`src/rtl/core/broadcast_index_mapper_top_assert.svh`:
```
// Assertion macros for the broadcast index mapper top level.
// Depends on clk_i and rst_ni being visible where a macro is used.
`ifndef BROADCAST_INDEX_MAPPER_TOP_ASSERT_SVH
`define BROADCAST_INDEX_MAPPER_TOP_ASSERT_SVH

// Same-cycle implication, ignored while in reset.
`define BIM_ASSERT_IMPLY(label, ante, cons, msg) \
  label: assert property (@(posedge clk_i) disable iff (!rst_ni) (ante) |-> (cons)) \
    else $error(msg);

// Next-cycle implication, ignored while in reset.
`define BIM_ASSERT_NEXT(label, ante, cons, msg) \
  label: assert property (@(posedge clk_i) disable iff (!rst_ni) (ante) |=> (cons)) \
    else $error(msg);

`endif

```
`src/rtl/core/bim_pkg.sv`:
```
// Shared constants for the broadcast index mapper.
// No dependencies.
`timescale 1ns / 1ps
package bim_pkg;
  localparam int MAX_RANK_DEF   = 8;
  localparam int DIM_BITS_DEF   = 16;
  localparam int INDEX_BITS_DEF = 32;

  localparam int OUT_INDEX_W = 32;
  localparam int IN_INDEX_W  = 32;
  localparam int RANK_REG_W  = 4;
  localparam int CFG_DATA_W  = 64;
  localparam int CFG_ADDR_W  = 6;
  localparam int REG_SEL_W   = 3;

  // Restoring division: bits per stage and stages per axis.
  localparam int DIV_STEPS  = 8;
  localparam int DIV_STAGES = OUT_INDEX_W / DIV_STEPS;

  localparam logic [REG_SEL_W-1:0] REG_OUT_RANK = 3'd0;
  localparam logic [REG_SEL_W-1:0] REG_IN_RANK  = 3'd1;
  localparam logic [REG_SEL_W-1:0] REG_OUT_LO   = 3'd2;
  localparam logic [REG_SEL_W-1:0] REG_OUT_HI   = 3'd3;
  localparam logic [REG_SEL_W-1:0] REG_IN_LO    = 3'd4;
  localparam logic [REG_SEL_W-1:0] REG_IN_HI    = 3'd5;

  localparam logic [RANK_REG_W-1:0] RANK_RST = 4'd1;
  localparam logic [CFG_DATA_W-1:0] DIMS_RST = 64'h0001_0001_0001_0001;
endpackage

```
`src/rtl/core/bim_mac_stage.sv`:
```
// One recomposition stage: acc = acc * dim + coord for one input axis.
// Depends on bim_pkg.
`timescale 1ns / 1ps
module bim_mac_stage #(
  parameter int MAX_RANK   = bim_pkg::MAX_RANK_DEF,
  parameter int DIM_BITS   = bim_pkg::DIM_BITS_DEF,
  parameter int INDEX_BITS = bim_pkg::INDEX_BITS_DEF,
  parameter int RANK_W     = $clog2(MAX_RANK + 1),
  parameter int AXIS       = 0
) (
  input  logic                                clk_i,
  input  logic                                rst_ni,
  input  logic                                valid_i,
  output logic                                ready_o,
  output logic                                valid_o,
  input  logic                                ready_i,
  input  logic                                active_i,
  input  logic [DIM_BITS-1:0]                 dim_i,
  input  logic [RANK_W-1:0]                   orank_i,
  input  logic [RANK_W-1:0]                   irank_i,
  input  logic [MAX_RANK-1:0][DIM_BITS-1:0]   coord_i,
  input  logic [INDEX_BITS-1:0]               acc_i,
  input  logic                                ovf_i,
  output logic [MAX_RANK-1:0][DIM_BITS-1:0]   coord_o,
  output logic [INDEX_BITS-1:0]               acc_o,
  output logic                                ovf_o
);
  localparam int SW = INDEX_BITS + DIM_BITS + 1;

  logic                              valid_q;
  logic [INDEX_BITS-1:0]             acc_d, acc_q;
  logic                              ovf_d, ovf_q;
  logic [MAX_RANK-1:0][DIM_BITS-1:0] coord_q;

  always_comb begin
    logic [RANK_W:0]              base;
    logic [RANK_W:0]              j;
    logic [DIM_BITS-1:0]          c;
    logic [SW-1:0]                sum;
    base = (RANK_W + 1)'(AXIS) + {1'b0, orank_i};
    j    = base - {1'b0, irank_i};
    c    = '0;
    // axes aligned to the trailing output axes; size-1 axes broadcast
    if (dim_i != DIM_BITS'(1) && base >= {1'b0, irank_i}) begin
      for (int jj = 0; jj < MAX_RANK; jj++) begin
        if (j == (RANK_W + 1)'(jj)) c = coord_i[jj];
      end
    end
    sum = SW'(acc_i) * SW'(dim_i) + SW'(c);
    if (active_i) begin
      acc_d = sum[INDEX_BITS-1:0];
      ovf_d = ovf_i || (sum[SW-1:INDEX_BITS] != '0);
    end else begin
      acc_d = acc_i;
      ovf_d = ovf_i;
    end
  end

  assign ready_o = !valid_q || ready_i;

  always_ff @(posedge clk_i or negedge rst_ni) begin
    if (!rst_ni) begin
      valid_q <= 1'b0;
    end else if (ready_o) begin
      valid_q <= valid_i;
    end
  end

  always_ff @(posedge clk_i) begin
    if (ready_o && valid_i) begin
      acc_q   <= acc_d;
      ovf_q   <= ovf_d;
      coord_q <= coord_i;
    end
  end

  assign valid_o = valid_q;
  assign acc_o   = acc_q;
  assign ovf_o   = ovf_q;
  assign coord_o = coord_q;
endmodule

```
`config.mk`:
```
export PLATFORM = sky130hd
export DESIGN_NAME = bim_mac_stage
export DESIGN_NICKNAME = d
export VERILOG_FILES = /design/src/rtl/core/broadcast_index_mapper_top_assert.svh /design/src/rtl/core/bim_pkg.sv /design/src/rtl/core/bim_mac_stage.sv
export SDC_FILE = /design/constraint.sdc
export NUM_CORES = 1
export LEC_CHECK = 0
export BUFFER_PORTS_ARGS = -buffer_cell sky130_fd_sc_hd__buf_2
export CORE_MARGIN = 4
export CORE_UTILIZATION = 55
export CTS_CLUSTER_DIAMETER = 40
export DETAILED_ROUTE_END_ITERATION = 6
export MAX_ROUTING_LAYER = met4
export PLACE_DENSITY_LB_ADDON = 0.08
export SETUP_SLACK_MARGIN = 0.05
export SLEW_MARGIN = 20
export SYNTH_ARGS = -nofsm -noshare
export SYNTH_HDL_FRONTEND = slang
export SYNTH_SLANG_ARGS = --single-unit
```
`constraint.sdc`:
```
create_clock -name clk_i -period 10.1 [get_ports clk_i]
set_input_delay 1.01 -clock clk_i [delete_from_list [all_inputs] [get_ports clk_i]]
set_output_delay 1.01 -clock clk_i [all_outputs]
set_load 0.05 [all_outputs]
```
==> flow_metrics.tcl, run 1 <==
set metrics [dict create \
    whs_ns 0.320 \
    ctsHtreeMaxLevel 4 \
    yosysWarningCount 0 \
    cp_common_cell "sky130_fd_sc_hd__fa_1" \
    finish.net_count 3374 \
    dp_hpwl_um 58500 \
    core_outline_area_um2 42100 \
    routed-via-count 18300 \
    grt_first_pass_wirelength_um 117000 \
    antenna_violations_before_repair 10 \
    number_of_placed_instances_with_taps_included 3122 \
    layout.cells.non_filler 3162 \
    maxCapViolations 0 \
    layout-drive-gt1-share_pct 17.4 \
    critical-path-top-delay-family "adder cells" \
    post_synth.cell_area_avg_um2 10.1 \
    max_slew_margin_pct 23.8 \
    timing.critical_path.fanout_max 16 \
    num_rows 75 \
    path_buf_inv 5 \
    wl_met1_um 29900 \
    final-max-slew-violation-count 0 \
    rsz0062_at_grt "no" \
    timing.final.crit_period_ns 8.39 \
    setup-violations-final 0 \
    critical-path-slowest-cell "sky130_fd_sc_hd__nor3_2" \
    dieHeight_um 215 \
    synth_edf_count 161 \
    post_synth_instance_area_um2 23500 \
    end_kind "flip-flop" \
    post-route-drc-count 0 \
    dr_wl_met2_um 36800 \
    dr_wl_met3_um 5510 \
    wire_per_inst_um 23.6 \
    place_congestion 0.973 \
    syn-num-nets 3108 \
    top_signal_layer_used "met4" \
    routed_wl_um 74500 \
    fp.dieArea_um2 46100 \
    io-pin-count 353 \
    ys_top_cells_by_area "sky130_fd_sc_hd__fa_1, sky130_fd_sc_hd__edfxtp_1, sky130_fd_sc_hd__ha_1, sky130_fd_sc_hd__inv_1, sky130_fd_sc_hd__and2_1" \
    grt_max_degree 72 \
    worstMarginPinSlew_ns 1.14 \
    port_buffers 352 \
    clkTransAtPathRegs_ns 0.09 \
    drt_first_pass_iters 7 \
    startpoint_type "input port" \
    ys_ff_latch 162 \
    cp.required_ns 10.29 \
    total_negative_setup_slack_ns 0 \
    cts_buffer_depth 2 \
    report.final.hold_viol_count 0 \
    wp_data_arrival_ns 8.58 \
    period_share_pct 83.1 \
    timing.fmax_ghz 0.119 \
    clock_tree_from_tritoncts "done" \
    post_cts_hold_buffer_count 0 \
    start_util_pct 55.8 \
    post_cts_buffers 0 \
    grt_pass1_vias 19600 \
    synthCells 2336 \
    worst-setup-path-type "input port to flip-flop" \
    ys_dominant_reg_cell "sky130_fd_sc_hd__edfxtp_1" \
    detail-route-antenna-nets 0 \
    root_buffer "sky130_fd_sc_hd__clkbuf_16" \
    detail_route.vias_per_cell 5.80 \
    asyncSetResetFlopFracSynth_pct 0.617 \
    synth.distinct_cells 74 \
    worst_path_largest_cell_delay_ns 0.91 \
    cts.repair.resized 0 \
    tritoncts.num_buffers 17 \
    global_route_usage_over_all_layers_pct 33.8 \
    sum_of_overflow_across_all_layers_after_global_routing 0 \
    clock_latency_ns 0.44 \
    synth_top_area_share_pct 37.1 \
    hold_path_class "input port to asynchronous set/reset pin" \
    synth.yosys.seq_area_share_pct 20.7 \
    run_status "completed" \
    area_growth_syn_to_layout_pct 11.5 \
    synth_largest_area_cell "sky130_fd_sc_hd__fa_1" \
    clock_sinks 162 \
    chipWidth_um 215 \
    dr.first_iter.drc_count 1578 \
    clock-skew-final_ns 0.0236 \
]
[logic make-up (layout without fill, tap and decap cells)]
group                      after synthesis  count (layout)  synth area share [%]
AOI/OAI and AO/OA                      214             214                  6.60
adders and majority gates              582             582                  44.9
muxes                                   51              51                  2.33
xor gates and xnor gates                35              35                  1.30
buffers and inverters                  596             875                  9.77
and+or+nand+nor                        696             696                  14.4
DFF                                    162             162                  20.7
other                                    0               8                     0
[final timing paths]
check,endpoint,cells past startpoint,from,slack (ns)
setup / recovery,ovf_o,29,orank_i[0],1.71
max in group asynchronous,valid_o,1,rst_ni,9.70
min in group clk_i,valid_o,2,valid_o,0.55
hold / removal,valid_o,1,rst_ni,0.32
setup reg to reg,coord_o[32],4,valid_o,7.35
hold reg to reg,valid_o,2,valid_o,0.55
[per-layer routing]
metal	global-route usage (%)	vias up
met5	-	-
met4	9.34	0
met3	4.21	153
met2	55.7	871
met1	44.7	9490
li1	-	7813
[state kept, by name, indices dropped and copies added (netlist names)]
register  cells
acc_o        32
coord_o     128
ovf_o         1
valid_o       1
[worst register-to-register path: cells and delay by family, from the launching register on]
family                 cells  cell delay, ns
and+or+nand+nor            2            0.66
buffers and inverters      2            1.23
DFF                        1            0.39
[placed cells by master, fill, tap and decap left out, drive strengths merged, types with 27 or more instances in the layout]
| cell | Yosys | final |
|---|---|---|
| mux2 | 30 | 30 |
| inv | 482 | 488 |
| a21oi | 59 | 59 |
| fa | 436 | 436 |
| nor2 | 52 | 52 |
| and2 | 240 | 240 |
| edfxtp | 161 | 161 |
| o21ai | 27 | 27 |
| ha | 146 | 146 |
| nand2 | 333 | 333 |
| buf | 16 | 361 |
[stage by stage]
| step | area, um2 | util [%] | setup slack [ns] |
|---|---|---|---|
| after floorplan | 23500 | - | 2.37 |
| after global placement | 25500 | 60.6 | 1.49 |
| after detailed placement | 25600 | 60.7 | 1.35 |
| after CTS | 26200 | 62.2 | 1.82 |
| after global routing | 26200 | 62.2 | 1.43 |
| final | 26200 | 62.2 | 1.71 |
[area by class of cell]
type                    count  area, um2
flip-flops and latches    162       4860
diodes                      8       20.0
multi-input cells        1578      16400
well taps                 539        674
clock buffers              17        425
clock inverters            15        199
fillers                  3610      15900
inverters                 482       1810
repair buffers            361       1850
[cell usage after synthesis (3+ instances only)]
cell type,count
sky130_fd_sc_hd__and3_1,5
sky130_fd_sc_hd__a31oi_1,10
sky130_fd_sc_hd__o21bai_1,8
sky130_fd_sc_hd__nor3_1,8
sky130_fd_sc_hd__o21ai_1,6
sky130_fd_sc_hd__a21oi_1,58
sky130_fd_sc_hd__nand2_1,333
sky130_fd_sc_hd__inv_1,482
sky130_fd_sc_hd__o22ai_1,3
sky130_fd_sc_hd__a31o_2,12
sky130_fd_sc_hd__buf_4,7
sky130_fd_sc_hd__a22o_1,3
sky130_fd_sc_hd__a221oi_1,17
sky130_fd_sc_hd__xnor2_1,24
sky130_fd_sc_hd__edfxtp_1,161
sky130_fd_sc_hd__nand4_1,17
sky130_fd_sc_hd__and2_1,240
sky130_fd_sc_hd__xor2_1,11
sky130_fd_sc_hd__nor2b_1,3
sky130_fd_sc_hd__o21ai_0,21
sky130_fd_sc_hd__clkbuf_1,98
sky130_fd_sc_hd__o22a_1,3
sky130_fd_sc_hd__mux2i_1,21
sky130_fd_sc_hd__nor4_1,3
sky130_fd_sc_hd__or3_1,3
sky130_fd_sc_hd__nand2b_1,7
sky130_fd_sc_hd__nand3_1,11
sky130_fd_sc_hd__ha_1,146
sky130_fd_sc_hd__a21o_1,20
sky130_fd_sc_hd__mux2_2,30
sky130_fd_sc_hd__o31a_1,3
sky130_fd_sc_hd__o21a_1,3
sky130_fd_sc_hd__a211oi_1,6
sky130_fd_sc_hd__fa_1,436
sky130_fd_sc_hd__buf_6,4
sky130_fd_sc_hd__buf_2,4
sky130_fd_sc_hd__a222oi_1,13
sky130_fd_sc_hd__nor2_1,52
Power of run 1 is left out: the tool's default activity adds up to more than one toggle a clock period on the data nets, which glitch-free logic cannot reach.
==> run 2, diff against run 1 <==
- CORE_UTILIZATION: 55 -> 54
- clock period: 10.1 -> 7.42 ns (I/O delays scaled with it)
==> run 2 against run 1 <==
  * Die area grew 1.8%
  * Critical path depth grew 1
  * Cell area grew 6.2%
  * Clock skew shrank 0.013 ns
  * Hold slack lost 0.27 ns
  * First-iteration DRC count grew 2.3%
  * Critical path type unchanged
  * Largest cell class unchanged
==> flow_metrics.tcl, run 2 (synthesis gave the netlist of run 1 again) <==
set metrics [dict create \
    run_status "completed" \
    setup-violations-final 0 \
    maxCapViolations 0 \
    clock_sinks 162 \
    clock-skew-final_ns 0.0106 \
    mostFrequentLayoutCell "sky130_fd_sc_hd__inv_1" \
    global_route_usage_over_all_layers_pct 34.0 \
    wire_per_inst_um 22.8 \
    grt_pass1_vias 20000 \
    layout-drive-gt1-share_pct 23.3 \
    dieHeight_um 217 \
    largest_register_ffs 128 \
    period_share_pct 96.6 \
    chipWidth_um 217 \
    startpoint_type "input port" \
    wp_data_arrival_ns 7.37 \
    tritoncts.num_buffers 17 \
    grt_first_pass_wirelength_um 118000 \
    detail_route.vias_per_cell 5.62 \
    core_outline_area_um2 43100 \
    critical-path-slowest-cell "sky130_fd_sc_hd__fa_1" \
    start_util_pct 54.6 \
    clkTransAtPathRegs_ns 0.08 \
    number_of_placed_instances_with_taps_included 3306 \
    area_growth_syn_to_layout_pct 18.4 \
    cp.required_ns 7.62 \
    max_slew_margin_pct 32.8 \
    clock_latency_ns 0.45 \
    grt_max_degree 84 \
    worst_path_largest_cell_delay_ns 0.53 \
    hold_path_class "input port to asynchronous set/reset pin" \
    clock_tree_from_tritoncts "done" \
    fp.dieArea_um2 46900 \
    layout.cells.non_filler 3353 \
    cts_buffer_depth 2 \
    num_rows 76 \
    post_cts_hold_buffer_count 0 \
    num-fill-cells 3632 \
    rsz0062_at_grt "no" \
    port_buffers 352 \
    final-max-slew-violation-count 0 \
    worst-setup-path-type "input port to flip-flop" \
    cp_common_cell "sky130_fd_sc_hd__fa_1" \
    antenna_violations_before_repair 6 \
    layout.cells.most_common_list "sky130_fd_sc_hd__inv_1, sky130_fd_sc_hd__fa_1, sky130_fd_sc_hd__buf_2" \
    dp_hpwl_um 62200 \
    drt_first_pass_iters 6 \
    end_kind "flip-flop" \
    root_buffer "sky130_fd_sc_hd__clkbuf_16" \
    dr.first_iter.drc_count 1615 \
    timing.fmax_ghz 0.139 \
    place_congestion 0.996 \
    detail-route-antenna-nets 0 \
    routed_wl_um 76400 \
    timing.final.crit_period_ns 7.17 \
    post-route-drc-count 0 \
    io-pin-count 353 \
    report.final.hold_viol_count 0 \
    routed-via-count 18900 \
    ctsHtreeMaxLevel 4 \
    timing.critical_path.fanout_max 7 \
    sum_of_overflow_across_all_layers_after_global_routing 0 \
    total_negative_setup_slack_ns 0 \
    finish.net_count 3522 \
    worstMarginPinSlew_ns 1.01 \
]
-- run 2: changes by cell type in the layout (fill, tap and decap cells not counted), sizes merged --
cell,delta
nor3,+1
diode,-3
inv,+1
buf,+147
clkinv,-1
-- run 2: path summary, 6_finish.rpt --
check | slack, ns | start | end | depth (start not counted)
hold / removal | 0.05 | rst_ni | valid_o | 1
hold reg to reg | 0.54 | valid_o | valid_o | 2
setup / recovery | 0.25 | orank_i[0] | ovf_o | 30
max in group asynchronous | 7.28 | rst_ni | valid_o | 1
setup reg to reg | 4.83 | valid_o | acc_o[26] | 3
min in group clk_i | 0.48 | coord_i[100] | coord_o[100] | 1
-- run 2: per-stage QoR --
step	hold slack [ns]	instance area (um2)	setup slack (ns)	util (%)
after floorplan	0.446	23500	0.0516	-
after detailed placement	0.521	26800	-0.653	62.2
after CTS	0.0403	27400	0.0662	63.7
after global routing	0.0304	27800	0.0116	64.6
final	0.0513	27800	0.251	64.6
after global placement	0.503	26800	-0.544	62.2
-- run 2: worst max-delay path, delay by kind of cell --
kind                     cells  cell delay, ns
AND/OR/NAND/NOR              8            1.46
adder cells (fa/ha/maj)      7            2.91
buffers and inverters        6            0.49
AO/OA/AOI/OAI                9            1.76
-- run 2: final cells by class --
type | count | area [um2] | share of cell area [%]
well taps | 585 | 732 | 2.63
diodes | 5 | 12.5 | 0.0449
clock buffers | 17 | 425 | 1.53
flip-flops and latches | 162 | 4860 | 17.5
repair buffers | 508 | 3090 | 11.1
inverters | 482 | 1810 | 6.50
clock inverters | 15 | 199 | 0.715
multi-input cells | 1579 | 16700 | 60.0
-- run 2: routing by layer --
layer,vias to the layer above,global-route usage (%),share of wire [%]
met4,0,10.8,3.8
li1,8116,-,-
met2,868,55.9,49
met3,168,4.08,7.4
met1,9698,44.8,40
met5,-,-,0
-- run 2: what timing repair did --
| item | in CTS | in global routing |
|---|---|---|
| resized for setup | 4 | 62 |
| cloned | 0 | 2 |
| pin swaps | 0 | 42 |
| setup endpoints to repair | 2 | 5 |
| buffers inserted | 0 | 8 |
Power of run 2 is left out for the same reason.
