<file path="config.mk">
export PLATFORM = sky130hd
export DESIGN_NAME = bim_div_stage
export DESIGN_NICKNAME = d
export VERILOG_FILES = /design/src/rtl/core/broadcast_index_mapper_top_assert.svh /design/src/rtl/core/bim_pkg.sv /design/src/rtl/core/bim_div_stage.sv
export SDC_FILE = /design/constraint.sdc
export NUM_CORES = 1
export LEC_CHECK = 0
export ABC_CLOCK_PERIOD_IN_PS = 12900
export BUFFER_PORTS_ARGS = -buffer_cell sky130_fd_sc_hd__buf_2
export CELL_PAD_IN_SITES_DETAIL_PLACEMENT = 1
export CELL_PAD_IN_SITES_GLOBAL_PLACEMENT = 1
export CORE_ASPECT_RATIO = 0.7
export CORE_MARGIN = 10
export CORE_UTILIZATION = 45
export CTS_BUF_LIST = sky130_fd_sc_hd__clkbuf_8
export DETAILED_ROUTE_END_ITERATION = 16
export GPL_TIMING_DRIVEN = 0
export HOLD_SLACK_MARGIN = 0.08
export PLACE_DENSITY_LB_ADDON = 0.1
export SLEW_MARGIN = 20
export SYNTH_ARGS = -nofsm -noshare
export SYNTH_HDL_FRONTEND = slang
export SYNTH_SLANG_ARGS = --single-unit
</file>
<file path="constraint.sdc">
create_clock -name clk_i -period 12.9 [get_ports clk_i]
set_clock_uncertainty 0.05 [all_clocks]
set_input_delay 1.935 -clock clk_i [delete_from_list [all_inputs] [get_ports clk_i]]
set_output_delay 1.935 -clock clk_i [all_outputs]
set_load 0.02 [all_outputs]
</file>
<file path="src/rtl/core/broadcast_index_mapper_top_assert.svh">
// Assertion macros for the broadcast index mapper top level.
// Depends on clk_i and rst_ni being visible where a macro is used.
`ifndef BROADCAST_INDEX_MAPPER_TOP_ASSERT_SVH
`define BROADCAST_INDEX_MAPPER_TOP_ASSERT_SVH

// Same-cycle implication, ignored while in reset.
`define BIM_ASSERT_IMPLY(label, ante, cons, msg) \
  label: assert property (@(posedge clk_i) disable iff (!rst_ni) (ante) |-> (cons)) \
    else $error(msg);

// Next-cycle implication, ignored while in reset.
`define BIM_ASSERT_NEXT(label, ante, cons, msg) \
  label: assert property (@(posedge clk_i) disable iff (!rst_ni) (ante) |=> (cons)) \
    else $error(msg);

`endif

</file>
<file path="src/rtl/core/bim_pkg.sv">
// Shared constants for the broadcast index mapper.
// No dependencies.
`timescale 1ns / 1ps
package bim_pkg;
  localparam int MAX_RANK_DEF   = 8;
  localparam int DIM_BITS_DEF   = 16;
  localparam int INDEX_BITS_DEF = 32;

  localparam int OUT_INDEX_W = 32;
  localparam int IN_INDEX_W  = 32;
  localparam int RANK_REG_W  = 4;
  localparam int CFG_DATA_W  = 64;
  localparam int CFG_ADDR_W  = 6;
  localparam int REG_SEL_W   = 3;

  // Restoring division: bits per stage and stages per axis.
  localparam int DIV_STEPS  = 8;
  localparam int DIV_STAGES = OUT_INDEX_W / DIV_STEPS;

  localparam logic [REG_SEL_W-1:0] REG_OUT_RANK = 3'd0;
  localparam logic [REG_SEL_W-1:0] REG_IN_RANK  = 3'd1;
  localparam logic [REG_SEL_W-1:0] REG_OUT_LO   = 3'd2;
  localparam logic [REG_SEL_W-1:0] REG_OUT_HI   = 3'd3;
  localparam logic [REG_SEL_W-1:0] REG_IN_LO    = 3'd4;
  localparam logic [REG_SEL_W-1:0] REG_IN_HI    = 3'd5;

  localparam logic [RANK_REG_W-1:0] RANK_RST = 4'd1;
  localparam logic [CFG_DATA_W-1:0] DIMS_RST = 64'h0001_0001_0001_0001;
endpackage

</file>
<file path="src/rtl/core/bim_div_stage.sv">
// One pipeline stage of the per-axis restoring divider (DIV_STEPS bits).
// Depends on bim_pkg.
`timescale 1ns / 1ps
module bim_div_stage #(
  parameter int       MAX_RANK = bim_pkg::MAX_RANK_DEF,
  parameter int       DIM_BITS = bim_pkg::DIM_BITS_DEF,
  parameter int       AXIS     = 0,
  parameter bit       FIRST    = 1'b0,
  parameter bit       LAST     = 1'b0
) (
  input  logic                                   clk_i,
  input  logic                                   rst_ni,
  input  logic                                   valid_i,
  output logic                                   ready_o,
  output logic                                   valid_o,
  input  logic                                   ready_i,
  input  logic                                   active_i,
  input  logic [DIM_BITS-1:0]                    dim_i,
  input  logic [bim_pkg::OUT_INDEX_W-1:0]        q_i,
  input  logic [DIM_BITS:0]                      r_i,
  input  logic [MAX_RANK-1:0][DIM_BITS-1:0]      coord_i,
  output logic [bim_pkg::OUT_INDEX_W-1:0]        q_o,
  output logic [DIM_BITS:0]                      r_o,
  output logic [MAX_RANK-1:0][DIM_BITS-1:0]      coord_o
);
  localparam int QW = bim_pkg::OUT_INDEX_W;

  logic                                valid_q;
  logic [QW-1:0]                       q_d, q_q;
  logic [DIM_BITS:0]                   r_d, r_q;
  logic [MAX_RANK-1:0][DIM_BITS-1:0]   coord_d, coord_q;

  always_comb begin
    logic [DIM_BITS:0] rem;
    logic [DIM_BITS:0] sh;
    logic [QW-1:0]     quo;
    rem = FIRST ? '0 : r_i;
    quo = q_i;
    for (int s = 0; s < bim_pkg::DIV_STEPS; s++) begin
      sh = {rem[DIM_BITS-1:0], quo[QW-1]};
      if (sh >= {1'b0, dim_i}) begin
        rem = sh - {1'b0, dim_i};
        quo = {quo[QW-2:0], 1'b1};
      end else begin
        rem = sh;
        quo = {quo[QW-2:0], 1'b0};
      end
    end
    coord_d = coord_i;
    if (!active_i) begin
      q_d = q_i;
      r_d = r_i;
    end else begin
      q_d = quo;
      r_d = rem;
      if (LAST) begin
        // zero-sized axis: coordinate 0 and nothing left to split
        if (dim_i == '0) begin
          coord_d[AXIS] = '0;
          q_d           = '0;
        end else begin
          coord_d[AXIS] = rem[DIM_BITS-1:0];
        end
      end
    end
  end

  assign ready_o = !valid_q || ready_i;

  always_ff @(posedge clk_i or negedge rst_ni) begin
    if (!rst_ni) begin
      valid_q <= 1'b0;
    end else if (ready_o) begin
      valid_q <= valid_i;
    end
  end

  always_ff @(posedge clk_i) begin
    if (ready_o && valid_i) begin
      q_q     <= q_d;
      r_q     <= r_d;
      coord_q <= coord_d;
    end
  end

  assign valid_o = valid_q;
  assign q_o     = q_q;
  assign r_o     = r_q;
  assign coord_o = coord_q;
endmodule

</file>
==> results of run 1 <==
==> kinds of logic after synthesis <==
kind of cell / count (synthesis)
buffers and inverters: 123
AND/OR/NAND/NOR: 405
XOR/XNOR: 88
multiplexers: 72
adder cells (fa/ha/maj): 136
AO/OA/AOI/OAI: 404
flip-flops: 178
==> through the flow <==
stage / instance area (µm²) / cells
floorplan: 14480 / 1406
global placement: 16870 / 2193
detailed placement: 16950 / 2196
CTS: 19890 / 2409
==> timing repair <==
| item | CTS |
|---|---|
| setup buffers | 180 |
| cloned | 4 |
| resized for setup | 214 |
| endpoints found under the setup margin | 21 |
| endpoints found under the hold margin | 0 |
| pin swaps | 113 |
==> layer usage <==
metal  GRT overflow  track usage
met1              0       0.6285
met2              3       0.8466
met3              0       0.5636
met4              8       0.6686
met5              0       0.3753
==> impl_results.md, run 1 <==
- First Error: [ERROR GRT-0232] Routing congestion too high. Check the congestion heatmap in the GUI.
- Number of antenna violations at the first check in global routing: 14
- Combinational family with the most area after synthesis: compound AO/OA/AOI/OAI gates
- Area leader, netlist: sky130_fd_sc_hd__edfxtp_1
- Initial cell density of the core: 0.4599
- Dominant synthesized flop cell: sky130_fd_sc_hd__edfxtp_1
- Sequential share of the synthesized area: 0.3840
- Leading cell types by total area after synthesis: sky130_fd_sc_hd__edfxtp_1 (38%), sky130_fd_sc_hd__ha_1 (12%), sky130_fd_sc_hd__mux2_2 (4.0%)
- Number of buffers inserted by hold repair at cts: 0
- Net count after synthesis: 1740
- Number of buffers created by CTS: 17
- Cell with the most instances after synthesis: sky130_fd_sc_hd__edfxtp_1
- CTS Buffer Depth: 2
- Final Wtd Congestion: 0.9639
- Overall global routing resource usage: 0.6744
- Fraction of synthesized cell area taken by the top area cell type: 0.3822
- Worst endpoint after global-route timing repair: r_o[2]$_DFFE_PP_/D
- Number of port buffers: 375
- Leading post-synthesis cells by instance count: sky130_fd_sc_hd__edfxtp_1 (177), sky130_fd_sc_hd__ha_1 (128), sky130_fd_sc_hd__nand2_1 (114)
- Adder-cell share of the synthesized area: 0.1267
- Die width: 230.1 µm
- Pre-CTS setup slack: -11.84 ns
- Root buffer selected by CTS: sky130_fd_sc_hd__clkbuf_8
- Synthesized area divided by synthesized cell count: 9.891 µm²
- HPWL after detailed placement: 52260 µm
- Number of ports placed on the die boundary: 377
- Worst EP kind: register data pin
- Run status: aborted with a tool error
- Count of clock tree sinks: 178
- Stage reached: global routing
- Post-Synthesis Cell Area: 0.01391 mm²
- Maximum number of pins on one net before global-route repair: 58
- Global-route congestion overflow total: 11
- Cell row count: 53
- Number of synthesized flops with an enable pin: 177
- H-tree levels: 4
- Synth Register Bits: 178
- Number of unique standard cell types used by synthesis: 91
- Area fraction in compound gates after synthesis: 0.1976
- Share of flip-flops with an asynchronous set or reset after synthesis: 0.005618
- Yosys warnings: 0
- XOR/XNOR Fraction of Synth Area: 0.05542
- Vert. Die Dim: 167.1 µm
- Portion of netlist area occupied by mux cells: 0.05731
- Simple-gate share of the synthesized area: 0.1443
- Instance count of the mapped netlist: 1406
==> run 2, diff against run 1 <==
- CELL_PAD_IN_SITES_DETAIL_PLACEMENT: 1 -> not set
- CELL_PAD_IN_SITES_GLOBAL_PLACEMENT: 1 -> not set
- CORE_ASPECT_RATIO: 0.7 -> not set
- CORE_UTILIZATION: 45 -> 30
- CTS_BUF_LIST: sky130_fd_sc_hd__clkbuf_8 -> not set
- HOLD_SLACK_MARGIN: 0.08 -> not set
- PLACE_DENSITY_LB_ADDON: 0.1 -> 0.15
==> run 2 against run 1 <==
Against the previous run: the flow now finishes, with violations (negative setup slack); synthesized area unchanged; synthesized cell count did not move.
==> impl_results.md, run 2 <==
- Run status: finished, violations left
- Failing checks: negative setup slack
- Placed instance area: 0.01719 mm²
- H-tree levels: 4
- Area used by multi-input combinational logic: 0.009813 mm²
- Cell with the most instances after synthesis: sky130_fd_sc_hd__edfxtp_1
- Dominant synthesized flop cell: sky130_fd_sc_hd__edfxtp_1
- Vert. Die Dim: 235.3 µm
- Clock period minus worst slack: 20.30 ns
- CTS Buffer Depth: 2
- Worst-case hold path end point: valid_o
- Most common cell after layout, fill and taps aside: sky130_fd_sc_hd__buf_2
- Average routed wire per standard cell: 23.05 µm
- Slew Limit Headroom: 0.5312
- Final critical-path setup slack: -7.403 ns
- Startpoint Class: input pin
- First-pass GRT wire length: 90070 µm
- Arrival time at the worst endpoint: 20.43 ns
- Commonest cells after routing, fill and taps aside: sky130_fd_sc_hd__buf_2 (370), sky130_fd_sc_hd__buf_4 (215), sky130_fd_sc_hd__edfxtp_1 (177), sky130_fd_sc_hd__nand2_1 (107)
- Final-report setup violation count: 20
- Initial cell density of the core: 0.3051
- Number of unique standard cell types used by synthesis: 91
- Global-route congestion overflow total: 0
- Top routing layer used: met5
- Root buffer selected by CTS: sky130_fd_sc_hd__clkbuf_16
- Number of port buffers: 375
- Count of clock tree sinks: 178
- Area fraction in compound gates after synthesis: 0.1976
- Net count after synthesis: 1740
- Endpoint of the most critical register-to-register path: coord_o[24]
- Number of cells on the worst reg-to-reg path: 4
- Fin. max-slew vios: 0
- Final Wtd Congestion: 0.9317
- Vias per inst: 5.275
- Number of antenna violations at the first check in global routing: 9
- Synth-to-layout area growth: 51.87%
- Upper clock frequency limit: 49.25 MHz
- Worst-Skew Late Latency: 0.44 ns
- Maximum number of pins on one net before global-route repair: 56
- Start point of the critical path: dim_i[8]
- Combinational family with the most area after synthesis: compound AO/OA/AOI/OAI gates
- Antenna Violating Nets Remaining: 0
- Launch point of the worst hold path: valid_o
- Number of global-route vias before repair: 14010
- Sequential share of the synthesized area: 0.3840
- HPWL after detailed placement: 46560 µm
- Setup_tns: -139.01 ns
- Share of flip-flops with an asynchronous set or reset after synthesis: 0.005618
- Delay of the slowest cell on the worst path: 0.54 ns
- Worst R2R Start: valid_o
- Adder-cell share of the synthesized area: 0.1267
- Max Fanout on Critical Path: 7
- Critical path's slowest cell: sky130_fd_sc_hd__or4_4
- DRC violation count after routing: 0
- Layout Cell Area excl Fill: 0.02112 mm²
- Portion of netlist area occupied by mux cells: 0.05731
- Fin util: 0.4634
- XOR/XNOR Fraction of Synth Area: 0.05542
- Hold violation count in the final report: 0
- Post-Synthesis Cell Area: 0.01391 mm²
- Max Cap Violations: 0
- Share of the cycle needed by the critical path after routing: 1.574
- Clock tree from TritonCTS: done
- Number of synthesized flops with an enable pin: 177
- Worst Max-Slew Pin Slew: 0.7009 ns
- DR WL met2: 30100 µm
- Via count of the routed design: 14000
- Synth Register Bits: 178
- Number of buffers created by CTS: 17
- Fraction of synthesized cell area taken by the top area cell type: 0.3822
- # nets final: 2373
- Simple-gate share of the synthesized area: 0.1443
- Cell row count: 78
- Slack of the worst reg-to-reg path: 10.98 ns
- Layout cells sized above 1: 0.4717
- Hold Path Cell Cnt: 2
- Number of ports placed on the die boundary: 377
- Number of buffers inserted by hold repair at cts: 0
- DR WL met3: 4089 µm
- Setup repair after global routing missed its margin: true
- Synthesized area divided by synthesized cell count: 9.891 µm²
- Detailed-routing iteration count for the pre-antenna-repair pass: 6
- Number of flip-flops in the largest register: 128
- Instance count of the mapped netlist: 1406
- Class of the tightest hold or removal check: flop to flop
- Seq. cell area: 0.005340 mm²
- Worst setup EP type: flop
- Area leader, netlist: sky130_fd_sc_hd__edfxtp_1
- Clock transition time at the flip-flop clock pins of the worst setup and hold paths: 0.08 ns
- Fillcell total: 4387
- Die area: 0.05537 mm²
- CP required: 13.03 ns
- CP Class: input pin to flop
- CP most frequent cell: sky130_fd_sc_hd__buf_4
- Number of DRC markers in iteration 0: 895
- Leading cell types by total area after synthesis: sky130_fd_sc_hd__edfxtp_1 (38%), sky130_fd_sc_hd__ha_1 (12%), sky130_fd_sc_hd__mux2_2 (4.0%)
- Leading post-synthesis cells by instance count: sky130_fd_sc_hd__edfxtp_1 (177), sky130_fd_sc_hd__ha_1 (128), sky130_fd_sc_hd__nand2_1 (114)
- Overall global routing resource usage: 0.2106
- Yosys warnings: 0
- Met1 routed wirelength after detailed routing: 25420 µm
- Core Footprint: 0.04558 mm²
- Hold Slack: 0.5062 ns
- Routed WL: 61170 µm
- Die width: 235.3 µm
run 2: cell counts after synthesis:
No cell type changed its count.
run 2: how the worst max path moves through the flow:
stage	end	slack, ns	cells past startpoint
6_report	r_o[2]	-7.40	103
2_1_floorplan	r_o[2]	-7.03	100
3_5_place_dp	r_o[2]	-11.77	97
3_3_place_gp	r_o[2]	-11.80	90
4_1_cts	r_o[13]	-7.13	103
5_1_grt	r_o[7]	-8.01	104
run 2: cell type report:
type,instances,share of cell area
diodes,2,0.0002370
clock inverters,14,0.006576
flip-flops and latches,178,0.2528
inverters,90,0.01890
clock buffers,18,0.02032
repair buffers,618,0.1863
multi-input cells,1106,0.4646
plain buffers,28,0.01463
well taps,600,0.03554
run 2: through the flow:
step | setup WS (ns) | std cells
after floorplan | -7.033 | 1406
after global placement | -11.80 | 2381
after detailed placement | -11.77 | 2384
after CTS | -7.128 | 2609
after global routing | -8.009 | 2653
final | -7.403 | 2654
run 2: per-layer routing:
metal | vias up | track usage
met1 | 6791 | 0.2561
met4 | 10 | 0.05869
met3 | 84 | 0.04337
li1 | 6613 | -
met5 | - | 0
met2 | 501 | 0.3688
run 2: timing repair:
item	CTS	global route
pin swaps	116	92
buffers inserted	193	43
cloned	5	0
setup endpoints to repair	21	21
resized for setup	237	65
run 2: cells by family after synthesis:
group                      count (synthesis)
AOI/OAI and AO/OA                        404
xor gates and xnor gates                  88
adders and majority gates                136
buffers and inverters                    123
DFF                                      178
muxes                                     72
and+or+nand+nor                          405
run 2: worst max-delay path: cells and delay by family:
| family | cells | cell delay [ns] |
|---|---|---|
| adder cells (fa/ha/maj) | 8 | 2.25 |
| AO/OA/AOI/OAI | 44 | 8.28 |
| buffers and inverters | 27 | 3.34 |
| AND/OR/NAND/NOR | 20 | 3.57 |
| multiplexers | 3 | 0.81 |
| XOR/XNOR | 1 | 0.22 |
Power of run 2 is left out: the tool's default activity adds up to more than one toggle a clock period on the data nets, which glitch-free logic cannot reach.
==> run 3, diff against run 2 <==
- ABC_CLOCK_PERIOD_IN_PS: 12900 -> 24300
- SLEW_MARGIN: 20 -> 10
- clock period: 12.9 -> 24.3 ns (I/O delays scaled with it)
==> run 3 against run 2 <==
Against the previous run: the run now ends clean; cell area shrank 12%; critical path type unchanged; first-iteration DRC count increased by 19%; global-route usage decreased by 0.53 points; via count decreased by 4.6%; largest cell class unchanged; setup slack improved by 8.1 ns; core utilization shrank 5.8 points.
==> impl_results.md, run 3 (same netlist as run 2, synthesis figures left out) <==
- Critical path's slowest cell: sky130_fd_sc_hd__or4_4
- Worst-Skew Late Latency: 0.44 ns
- Count of clock tree sinks: 178
- Initial cell density of the core: 0.3051
- Global-route congestion overflow total: 0
- Average routed wire per standard cell: 24.10 µm
- Cell row count: 78
- Upper clock frequency limit: 42.29 MHz
- Arrival time at the worst endpoint: 23.75 ns
- Core Footprint: 0.04558 mm²
- Hold Path Cell Cnt: 2
- Setup_tns: 0 ns
- # nets final: 2212
- Most common cell after layout, fill and taps aside: sky130_fd_sc_hd__buf_2
- Class of the tightest hold or removal check: flop to flop
- Seq. cell area: 0.005340 mm²
- Share of the cycle needed by the critical path after routing: 0.9730
- Die width: 235.3 µm
- HPWL after detailed placement: 48210 µm
- CP required: 24.40 ns
- Fin util: 0.4057
- Layout cells sized above 1: 0.3593
- Final Wtd Congestion: 0.9436
- Number of port buffers: 375
- Area used by multi-input combinational logic: 0.008672 mm²
- Maximum number of pins on one net before global-route repair: 62
- Clock period minus worst slack: 23.64 ns
- Clock tree from TritonCTS: done
- Fillcell total: 4551
- Vert. Die Dim: 235.3 µm
- Commonest cells after routing, fill and taps aside: sky130_fd_sc_hd__buf_2 (377), sky130_fd_sc_hd__edfxtp_1 (177), sky130_fd_sc_hd__ha_1 (123), sky130_fd_sc_hd__nand2_1 (112), sky130_fd_sc_hd__nor2_1 (86)
- H-tree levels: 4
- Fin. max-slew vios: 0
- Detailed-routing iteration count for the pre-antenna-repair pass: 7
- Number of ports placed on the die boundary: 377
- Number of antenna violations at the first check in global routing: 7
- Worst setup EP type: flop
- Die area: 0.05537 mm²
- Synth-to-layout area growth: 32.95%
- Antenna Violating Nets Remaining: 0
- Startpoint Class: input pin
- Routed WL: 60060 µm
- Max Fanout on Critical Path: 10
- CTS Buffer Depth: 2
- CP most frequent cell: sky130_fd_sc_hd__buf_4
- Clock transition time at the flip-flop clock pins of the worst setup and hold paths: 0.07 ns
- Number of flip-flops in the largest register: 128
- Vias per inst: 5.361
- CP Class: input pin to flop
- Max Cap Violations: 0
- Number of global-route vias before repair: 12850
- Worst Max-Slew Pin Slew: 0.7259 ns
- First-pass GRT wire length: 86710 µm
- Final-report setup violation count: 0
- Number of buffers created by CTS: 17
- Via count of the routed design: 13360
- Number of DRC markers in iteration 0: 1068
- Slew Limit Headroom: 0.5161
- DRC violation count after routing: 0
- Run status: completed
- Hold violation count in the final report: 0
- Number of cells on the worst reg-to-reg path: 5
- Root buffer selected by CTS: sky130_fd_sc_hd__clkbuf_16
- Overall global routing resource usage: 0.2053
- Delay of the slowest cell on the worst path: 0.50 ns
[run 3: through the flow]
step           std cells  hold slack (ns)  worst slack (ns)  cell area (µm²)
6_report            2492           0.4864            0.6561            18490
5_1_grt             2492           0.5358          -0.09365            18490
4_1_cts             2454           0.4904           0.01002            17920
3_5_place_dp        2384           0.4687            -6.946            16620
3_3_place_gp        2381           0.4503            -6.885            16530
2_1_floorplan       1406           0.7326           0.05167            13910
[run 3: repair_timing]
| item | 4_1_cts | 5_1_grt |
|---|---|---|
| setup buffers | 42 | 36 |
| resized for setup | 118 | 67 |
| setup endpoints to repair | 19 | 18 |
| pin swaps | 23 | 43 |
| cloned | 0 | 1 |
| hold buffers | 0 | 0 |
[run 3: area by class of cell]
cell class / count / share of cell area
multi-input combinational: 1106 / 0.4690
sequential: 178 / 0.2888
timing repair buffer: 456 / 0.1387
tap: 600 / 0.04060
clock buffer: 19 / 0.02341
inverter: 90 / 0.02111
buffer: 29 / 0.01110
clock inverter: 12 / 0.006903
antenna: 2 / 0.0002707
[run 3: final timing paths]
kind / startpoint / slack [ns] / endpoint
max: dim_i[1] / 0.66 / r_o[9]
max in group asynchronous: rst_ni / 21.20 / valid_o
min in group asynchronous: rst_ni / 2.92 / valid_o
min reg2reg: valid_o / 0.49 / valid_o
max reg2reg: valid_o / 22.13 / q_o[7]
min: valid_o / 0.49 / valid_o
[run 3: metal layers]
metal	up-vias	wire length (µm)	track usage
li1	6295	-	-
met1	6502	24150	0.2427
met2	485	30300	0.3648
met3	73	4073	0.04127
met4	4	1510	0.06624
met5	-	27	0
[run 3: worst max-delay path: cells and delay by family]
family                   cells  cell delay, ns
AND/OR/NAND/NOR             25            4.74
multiplexers                 3            0.83
AO/OA/AOI/OAI               48            8.71
adder cells (fa/ha/maj)      8            2.62
buffers and inverters       19            2.89
XOR/XNOR                     2            0.22
Power of run 3 is left out for the same reason.
